**config.mk**
```make
export PLATFORM = sky130hd
export DESIGN_NAME = wildcard_byte_pattern_search_top
export DESIGN_NICKNAME = d
export VERILOG_FILES = /design/src/rtl/core/wbps_pkg.sv /design/src/rtl/core/wildcard_byte_pattern_search_top.sv /design/src/rtl/core/wbps_cell.sv /design/src/rtl/core/wbps_pos.sv
export SDC_FILE = /design/constraint.sdc
export NUM_CORES = 1
export LEC_CHECK = 0
export BUFFER_PORTS_ARGS = -buffer_cell sky130_fd_sc_hd__buf_2
export CAP_MARGIN = 20
export CORE_UTILIZATION = 50
export CTS_CLUSTER_DIAMETER = 50
export DETAILED_ROUTE_END_ITERATION = 8
export HOLD_SLACK_MARGIN = 0.06
export MAX_ROUTING_LAYER = met4
export PLACE_DENSITY_LB_ADDON = 0.15
export SETUP_SLACK_MARGIN = 0.2
export SLEW_MARGIN = 15
export SYNTH_ARGS = -nofsm -noshare
export SYNTH_HDL_FRONTEND = slang
export SYNTH_HIERARCHICAL = 1
export SYNTH_SLANG_ARGS = --single-unit
```
**constraint.sdc**
```tcl
create_clock -name clock -period 11.5 [get_ports clock]
set_input_delay 1.725 -clock clock [delete_from_list [all_inputs] [get_ports clock]]
set_output_delay 1.725 -clock clock [all_outputs]
set_load 0.005 [all_outputs]
```
**src/rtl/core/wbps_pkg.sv**
```systemverilog
// wbps_pkg: shared types and constants of the wildcard byte pattern search
// holds beat payload structs, register index codes and the controller status struct
// no dependencies
package wbps_pkg;

   localparam int LEN_W    = 5;
   localparam int IDX_W    = 3;
   localparam int CSR_W    = 64;
   localparam int MOFF_W   = 32;
   localparam int PAT_W    = 64;
   localparam int CARE_W   = 16;
   localparam int START_W  = 32;

   localparam logic [IDX_W-1:0] REG_PATTERN_LOW  = 3'd0;
   localparam logic [IDX_W-1:0] REG_PATTERN_HIGH = 3'd1;
   localparam logic [IDX_W-1:0] REG_CARE_MASK    = 3'd2;
   localparam logic [IDX_W-1:0] REG_PATTERN_LEN  = 3'd3;
   localparam logic [IDX_W-1:0] REG_START_OFFSET = 3'd4;

   localparam logic [CARE_W-1:0] CARE_RESET = 16'hFFFF;
   localparam logic [LEN_W-1:0]  LEN_RESET  = 5'd1;

   typedef struct packed {
      logic [7:0] data_byte;
      logic       last_byte;
   } req_payload_type;

   typedef struct packed {
      logic              found;
      logic [MOFF_W-1:0] match_offset;
   } rsp_payload_type;

   typedef struct packed {
      logic              eligible;
      logic              done;
      logic [MOFF_W-1:0] cand_offset;
   } pos_status_type;

endpackage

```
**src/rtl/core/wildcard_byte_pattern_search_top.sv**
```systemverilog
// wildcard_byte_pattern_search_top: masked byte pattern search over a byte stream
// depends on wbps_pkg, wbps_cell and wbps_pos
//
// Usage:
//   req channel: one buffer byte per beat (req_payload), last_byte marks the end of
//   the buffer. rsp channel: one beat per buffer, found plus the offset of the
//   first match at or after start_offset, or found = 0 with offset 0 at the last
//   byte when nothing matched. Bytes after a match are absorbed without a beat.
//   csr port: plain writes of pattern low/high, care mask, pattern length and start
//   offset, done only while no buffer is in flight.
//   Throughput: one byte per cycle unless stalled. Every byte shifts through a
//   row of MAX_PATTERN_BYTES window cells that each compare their byte in parallel.
//   Result: the beat is registered and shows on rsp in the cycle after the byte
//   that ends or matches the buffer is taken.
//   Stall: a valid result holds while rsp_stall is high; req_stall is raised
//   only while a result is held and stalled, so bytes keep flowing otherwise.
//   Reset: registers go to pattern 0, care mask all ones, length 1, start 0, and
//   the window, position and match state clear.
module wildcard_byte_pattern_search_top import wbps_pkg::*; #(
   parameter int MAX_PATTERN_BYTES = 16,
   parameter int OFFSET_BITS       = 32
) (
   input  logic            clock,
   input  logic            reset,
   input  logic            req_valid,
   output logic            req_stall,
   input  req_payload_type req_payload,
   output logic            rsp_valid,
   input  logic            rsp_stall,
   output rsp_payload_type rsp_payload,
   input  logic            csr_write_en,
   input  logic [IDX_W-1:0] csr_index,
   input  logic [CSR_W-1:0] csr_write_data
);

   logic [PAT_W-1:0]   pat_low_ff;
   logic [PAT_W-1:0]   pat_high_ff;
   logic [CARE_W-1:0]  care_ff;
   logic [LEN_W-1:0]   len_ff;
   logic [START_W-1:0] start_ff;

   always_ff @(posedge clock) begin
      if (reset) begin
         pat_low_ff  <= '0;
         pat_high_ff <= '0;
         care_ff     <= CARE_RESET;
         len_ff      <= LEN_RESET;
         start_ff    <= '0;
      end else if (csr_write_en) begin
         case (csr_index)
            REG_PATTERN_LOW:  pat_low_ff  <= csr_write_data;
            REG_PATTERN_HIGH: pat_high_ff <= csr_write_data;
            REG_CARE_MASK:    care_ff     <= csr_write_data[CARE_W-1:0];
            REG_PATTERN_LEN:  len_ff      <= csr_write_data[LEN_W-1:0];
            REG_START_OFFSET: start_ff    <= csr_write_data[START_W-1:0];
            default: ;
         endcase
      end
   end

   // zero length acts as one, long lengths clamp to the cell count
   logic [LEN_W-1:0]       len_eff;
   logic [2*PAT_W-1:0]     pat_word;
   logic                   advance;
   logic                   all_hit;
   logic [MAX_PATTERN_BYTES-1:0] cell_hit;
   logic [7:0]             win [MAX_PATTERN_BYTES];
   pos_status_type         status;

   always_comb begin
      len_eff = len_ff;
      if (len_ff == '0) begin
         len_eff = LEN_W'(1);
      end else if (len_ff > LEN_W'(MAX_PATTERN_BYTES)) begin
         len_eff = LEN_W'(MAX_PATTERN_BYTES);
      end
   end

   assign pat_word = {pat_high_ff, pat_low_ff};
   assign advance  = req_valid && !req_stall;
   assign all_hit  = &cell_hit;

   // cell k compares the byte k beats old against pattern byte len-1-k
   for (genvar k = 0; k < MAX_PATTERN_BYTES; k++) begin : g_cell
      logic [LEN_W-1:0] pidx;
      logic             active;
      logic [7:0]       src;

      assign pidx   = len_eff - LEN_W'(1) - LEN_W'(k);
      assign active = LEN_W'(k) < len_eff;
      if (k == 0) begin : g_head
         assign src = req_payload.data_byte;
      end else begin : g_body
         assign src = win[k-1];
      end

      wbps_cell u_cell (
         .clock     (clock),
         .reset     (reset),
         .advance   (advance),
         .clear     (req_payload.last_byte),
         .prev_byte (src),
         .pat_byte  (pat_word[pidx[3:0]*8 +: 8]),
         .care      (active && care_ff[pidx[3:0]]),
         .byte_out  (win[k]),
         .hit       (cell_hit[k])
      );
   end

   wbps_pos #(
      .OFFSET_BITS (OFFSET_BITS)
   ) u_pos (
      .clock        (clock),
      .reset        (reset),
      .advance      (advance),
      .last         (req_payload.last_byte),
      .hit          (all_hit),
      .len          (len_eff),
      .start_offset (start_ff),
      .status       (status)
   );

   logic            match_now;
   logic            produce;
   logic            rsp_valid_ff;
   logic            rsp_valid_in;
   rsp_payload_type rsp_data_ff;
   rsp_payload_type rsp_data_in;

   assign match_now = status.eligible && all_hit;
   assign produce   = match_now || (req_payload.last_byte && !status.done);
   assign req_stall = rsp_valid_ff && rsp_stall;

   always_comb begin
      rsp_valid_in = rsp_valid_ff;
      rsp_data_in  = rsp_data_ff;
      if (!rsp_valid_ff || !rsp_stall) begin
         rsp_valid_in             = advance && produce;
         rsp_data_in.found        = match_now;
         rsp_data_in.match_offset = match_now ? status.cand_offset : '0;
      end
   end

   always_ff @(posedge clock) begin
      if (reset) begin
         rsp_valid_ff <= 1'b0;
      end else begin
         rsp_valid_ff <= rsp_valid_in;
      end
   end

   always_ff @(posedge clock) begin
      rsp_data_ff <= rsp_data_in;
   end

   assign rsp_valid   = rsp_valid_ff;
   assign rsp_payload = rsp_data_ff;

   a_miss_offset_zero: assert property (@(posedge clock) disable iff (reset)
      rsp_valid_ff && !rsp_data_ff.found |-> rsp_data_ff.match_offset == '0)
      else $error("not-found beat carries a nonzero offset");

   a_no_beat_after_match: assert property (@(posedge clock) disable iff (reset)
      advance && status.done |=> !rsp_valid_ff)
      else $error("second result beat in one buffer");

   a_last_clears_done: assert property (@(posedge clock) disable iff (reset)
      advance && req_payload.last_byte |=> !status.done)
      else $error("match state survived the end of a buffer");

endmodule

```
**src/rtl/core/wbps_cell.sv**
```systemverilog
// wbps_cell: one byte of the search window with its masked compare
// shifts the byte from its neighbor on each accepted beat; uses nothing from the package
module wbps_cell (
   input  logic       clock,
   input  logic       reset,
   input  logic       advance,
   input  logic       clear,
   input  logic [7:0] prev_byte,
   input  logic [7:0] pat_byte,
   input  logic       care,
   output logic [7:0] byte_out,
   output logic       hit
);

   logic [7:0] byte_ff;
   logic [7:0] byte_in;

   // compare against the value this cell takes on the current beat
   assign hit = !care || (prev_byte == pat_byte);

   always_comb begin
      byte_in = byte_ff;
      if (advance) begin
         byte_in = clear ? 8'd0 : prev_byte;
      end
   end

   always_ff @(posedge clock) begin
      if (reset) begin
         byte_ff <= 8'd0;
      end else begin
         byte_ff <= byte_in;
      end
   end

   assign byte_out = byte_ff;

endmodule

```
**src/rtl/core/wbps_pos.sv**
```systemverilog
// wbps_pos: byte position counter and per-buffer match tracking
// depends on wbps_pkg for the status struct and field widths
module wbps_pos import wbps_pkg::*; #(
   parameter int OFFSET_BITS = 32
) (
   input  logic               clock,
   input  logic               reset,
   input  logic               advance,
   input  logic               last,
   input  logic               hit,
   input  logic [LEN_W-1:0]   len,
   input  logic [START_W-1:0] start_offset,
   output pos_status_type     status
);

   localparam int W = (OFFSET_BITS > 32) ? OFFSET_BITS : 32;

   logic [OFFSET_BITS-1:0] pos_ff;
   logic [OFFSET_BITS-1:0] pos_in;
   logic                   done_ff;
   logic                   done_in;
   logic [W-1:0]           pos_ext;
   logic [W-1:0]           len_m1;
   logic [W-1:0]           cand;
   logic                   sat;
   logic                   eligible;

   assign sat      = (pos_ff == {OFFSET_BITS{1'b1}});
   assign pos_ext  = W'(pos_ff);
   assign len_m1   = W'(len - LEN_W'(1));
   assign cand     = pos_ext - len_m1;
   assign eligible = !done_ff && !sat && (pos_ext >= len_m1) && (cand >= W'(start_offset));

   assign status.eligible    = eligible;
   assign status.done        = done_ff;
   assign status.cand_offset = cand[MOFF_W-1:0];

   always_comb begin
      pos_in  = pos_ff;
      done_in = done_ff;
      if (advance) begin
         if (last) begin
            pos_in  = '0;
            done_in = 1'b0;
         end else begin
            pos_in  = sat ? pos_ff : pos_ff + OFFSET_BITS'(1);
            done_in = done_ff || (eligible && hit);
         end
      end
   end

   always_ff @(posedge clock) begin
      if (reset) begin
         pos_ff  <= '0;
         done_ff <= 1'b0;
      end else begin
         pos_ff  <= pos_in;
         done_ff <= done_in;
      end
   end

endmodule

```
==> reports/metrics.csv <==
stage,metric,value,unit
outcome,status,finished clean,
global_route,vias in the first global route,19876,
floorplanning,boundary pin count,116,
sta,Slew headroom,0.320,
pwr,Comb power frac,0.165,
drt,DR DRC count,0,
placement,RePlAce Congestion,1.02,
pwr,NetSw,942,uW
drt,Initial DRC Count,1962,
worst_setup_path,CP Buf/Inv Count,5,
sta,Finish-stage setup viols,0,
clock_tree,total CTS buffers,45,
worst_setup_path,crit path launch type,flip-flop,
layout,Non-Filler Instances,3513,
clock_tree,hold buffer count at cts,0,
drt,Pre-Repair DR Iteration Count,5,
clock_tree,CTS max path bufs,3,
drt,vias,21256,
pwr,Switching Share,0.288,
sta,FMAX,0.137,GHz
pwr,Max VDD drop,99.7,uV
global_route,global route total overflow,0,
synth,Syn Std Cell Area,24600,sq um
sta,fin. max-slew vios,0,
floorplanning,Rows,80,
clock_tree,clock slew at reported path FFs,0.06,ns
clock_tree,clk sinks,368,
clock_tree,root buf cell,clkbuf_16,
worst_setup_path,CP required,12.01,ns
pwr,sequential power share,0.409,
synth,Mapped Cells,2799,
worst_setup_path,CP max FO,43,
clock_tree,# resized after CTS,0,
synth,yosys warns,6,
floorplanning,Initial Util,0.511,
sta,period utilization,0.634,
worst_setup_path,Crit Path Class,flip-flop to flip-flop,
job,Max-Cap Viols,0,
sta,clk_skew,0.0254,ns
synth,syn avg cell area,8.79,sq um
worst_setup_path,worst endpoint data arrival time,7.80,ns
worst_setup_path,Crit path largest cell delay,0.67,ns
pwr,LEAKAGE,11.1,nW
worst_setup_path,cell family with most CP delay,compound AO/OA/AOI/OAI gates,
worst_setup_path,flop2flop setup slack,4.21,ns
pwr,Int Pwr,2.33,mW
drt,routed via count divided by cell count,6.05,
global_route,largest net degree at the start of global routing,128,
global_route,GRT Util Overall,0.336,
floorplanning,die width,224,um
layout,area delta synth->final,9.93,%
clock_tree,clk_lat worst skew,0.59,ns
drt,DRT antenna net count,0,
placement,HPWL reported at the end of detailed placement,63900,um
pwr,pwr dens,121,nW/um^2
pwr,part of the power in the clock network,0.427,
global_route,initial antenna violation count,0,
layout,# diodes,0,
floorplanning,die area,50100,sq um
global_route,first-pass GRT wire length,123000,um
sta,final hold vios,0,
sta,RSZ-0062 raised after global routing,no,
floorplanning,die height,224,um
sta,final critical-path required period,7.29,ns
drt,Routed WL per cell,23.6,um
worst_hold_path,Worst Hold Class,flip-flop to flip-flop,
placement,number of port buffers,115,
layout,fin nets,2971,
clock_tree,H-tree levels,2,
clock_tree,CTS tree,yes,
sta,Worst-Margin Slew,1.02,ns
layout,fraction of layout cells with a size suffix above 1,0.110,
worst_setup_path,slowest library cell on the worst path,nor4_1,
sta,setup TNS,0,ns
placement,Placed Cells incl. Taps,3429,
synth,syn nets,2949,
worst_setup_path,type of element capturing the critical path,flip-flop,
floorplanning,Core Region,48100,sq um
drt,Routed WL,83100,um
layout,fill count,4463,
clock_tree,Post-CTS Setup Inserts,0,
## state kept, by name, summed over array words and instances (netlist names)
register	count
g_cell.u_cell/byte_out	120
pat_high_ff	64
pat_low_ff	64
rsp_payload	33
start_ff	32
u_pos/pos_ext	32
care_ff	16
len_ff	5
rsp_valid	1
u_pos/done_ff	1
## cells in the final DEF (no fill, tap or decap), types with 7 or more instances in the layout
cell,instances
a211oi_1,13
a21o_1,18
a21oi_1,334
and2b_1,105
and2b_4,16
and3_1,37
and4_1,8
buf_2,114
buf_4,26
clkbuf_1,10
clkbuf_16,45
clkinv_2,8
dfxtp_1,335
edfxtp_1,33
ha_1,66
inv_1,50
mux2i_1,504
mux4_2,41
nand2_1,398
nand2b_1,20
nand3_1,24
nand3b_1,33
nand4_1,64
nor2_1,169
nor2b_1,10
o211ai_1,7
o21ai_0,48
xnor2_1,154
xor2_1,35
## worst register-to-register path, cell delays in order, from the launching register on
cell and delay (ns):
dfxtp_1 0.48, nor4_1 0.67, a21oi_4 0.05, inv_2 0.08, buf_4 0.59, inv_1 0.16
ha_1 0.37, inv_1 0.07, fa_1 0.42, nand2b_1 0.17, a211oi_1 0.28, o31a_1 0.33
o22ai_2 0.19, o31ai_1 0.43, a221o_1 0.25, xor2_1 0.26, ha_1 0.19, nand4_1 0.13
nor2_1 0.17, nand2_1 0.08, o31ai_1 0.28, o21ai_0 0.18, nor3b_2 0.66, buf_4 0.35
and2_1 0.17, o21ai_0 0.08, a21oi_1 0.14
## power groups by stage
stage / clock network (mW) / registers (mW) / logic [mW]
detailed placement: 0 / 1.36 / 0.523
CTS: 1.42 / 1.34 / 0.526
finish: 1.40 / 1.34 / 0.539
global route: 1.47 / 1.34 / 0.577
global placement: 0 / 1.36 / 0.514
floorplan: 0 / 1.36 / 0.355
## final timing paths
kind | cells after the start | from | end
worst min register to register | 2 | start_ff[30] | start_ff[30]
worst min-delay path | 2 | start_ff[30] | start_ff[30]
worst max-delay path | 26 | len_ff[4] | rsp_valid
worst max register to register | 26 | len_ff[4] | rsp_valid
## layer usage
| metal | wire length [um] | vias up | GRT usage | share of wire |
|---|---|---|---|---|
| li1 | - | 9894 | - | - |
| met1 | 37300 | 10420 | 0.459 | 0.45 |
| met2 | 36800 | 793 | 0.502 | 0.44 |
| met3 | 5880 | 149 | 0.0491 | 0.071 |
| met4 | 3030 | 0 | 0.123 | 0.036 |
| met5 | 0 | - | - | 0 |
## stage by stage
stage	setup WS, ns	power, mW	hold slack [ns]	utilization	area [sq um]
after global routing	3.68	3.38	0.478	0.562	27100
final	4.21	3.27	0.457	0.562	27100
after CTS	4.35	3.28	0.455	0.561	27000
after floorplan	5.59	1.71	0.436	-	24600
after detailed placement	4.40	1.89	0.447	0.531	25600
after global placement	4.75	1.88	0.444	0.531	25500
## cell type report
class / instances / area (sq um) / area share
inverter: 52 / 196 / 0.00726
tap: 656 / 821 / 0.0303
clock buffer: 61 / 1250 / 0.0461
timing repair buffer: 143 / 828 / 0.0306
multi-input combinational: 2211 / 16100 / 0.593
clock inverter: 22 / 210 / 0.00777
sequential: 368 / 7700 / 0.285
(Power assumes the default switching activity.)
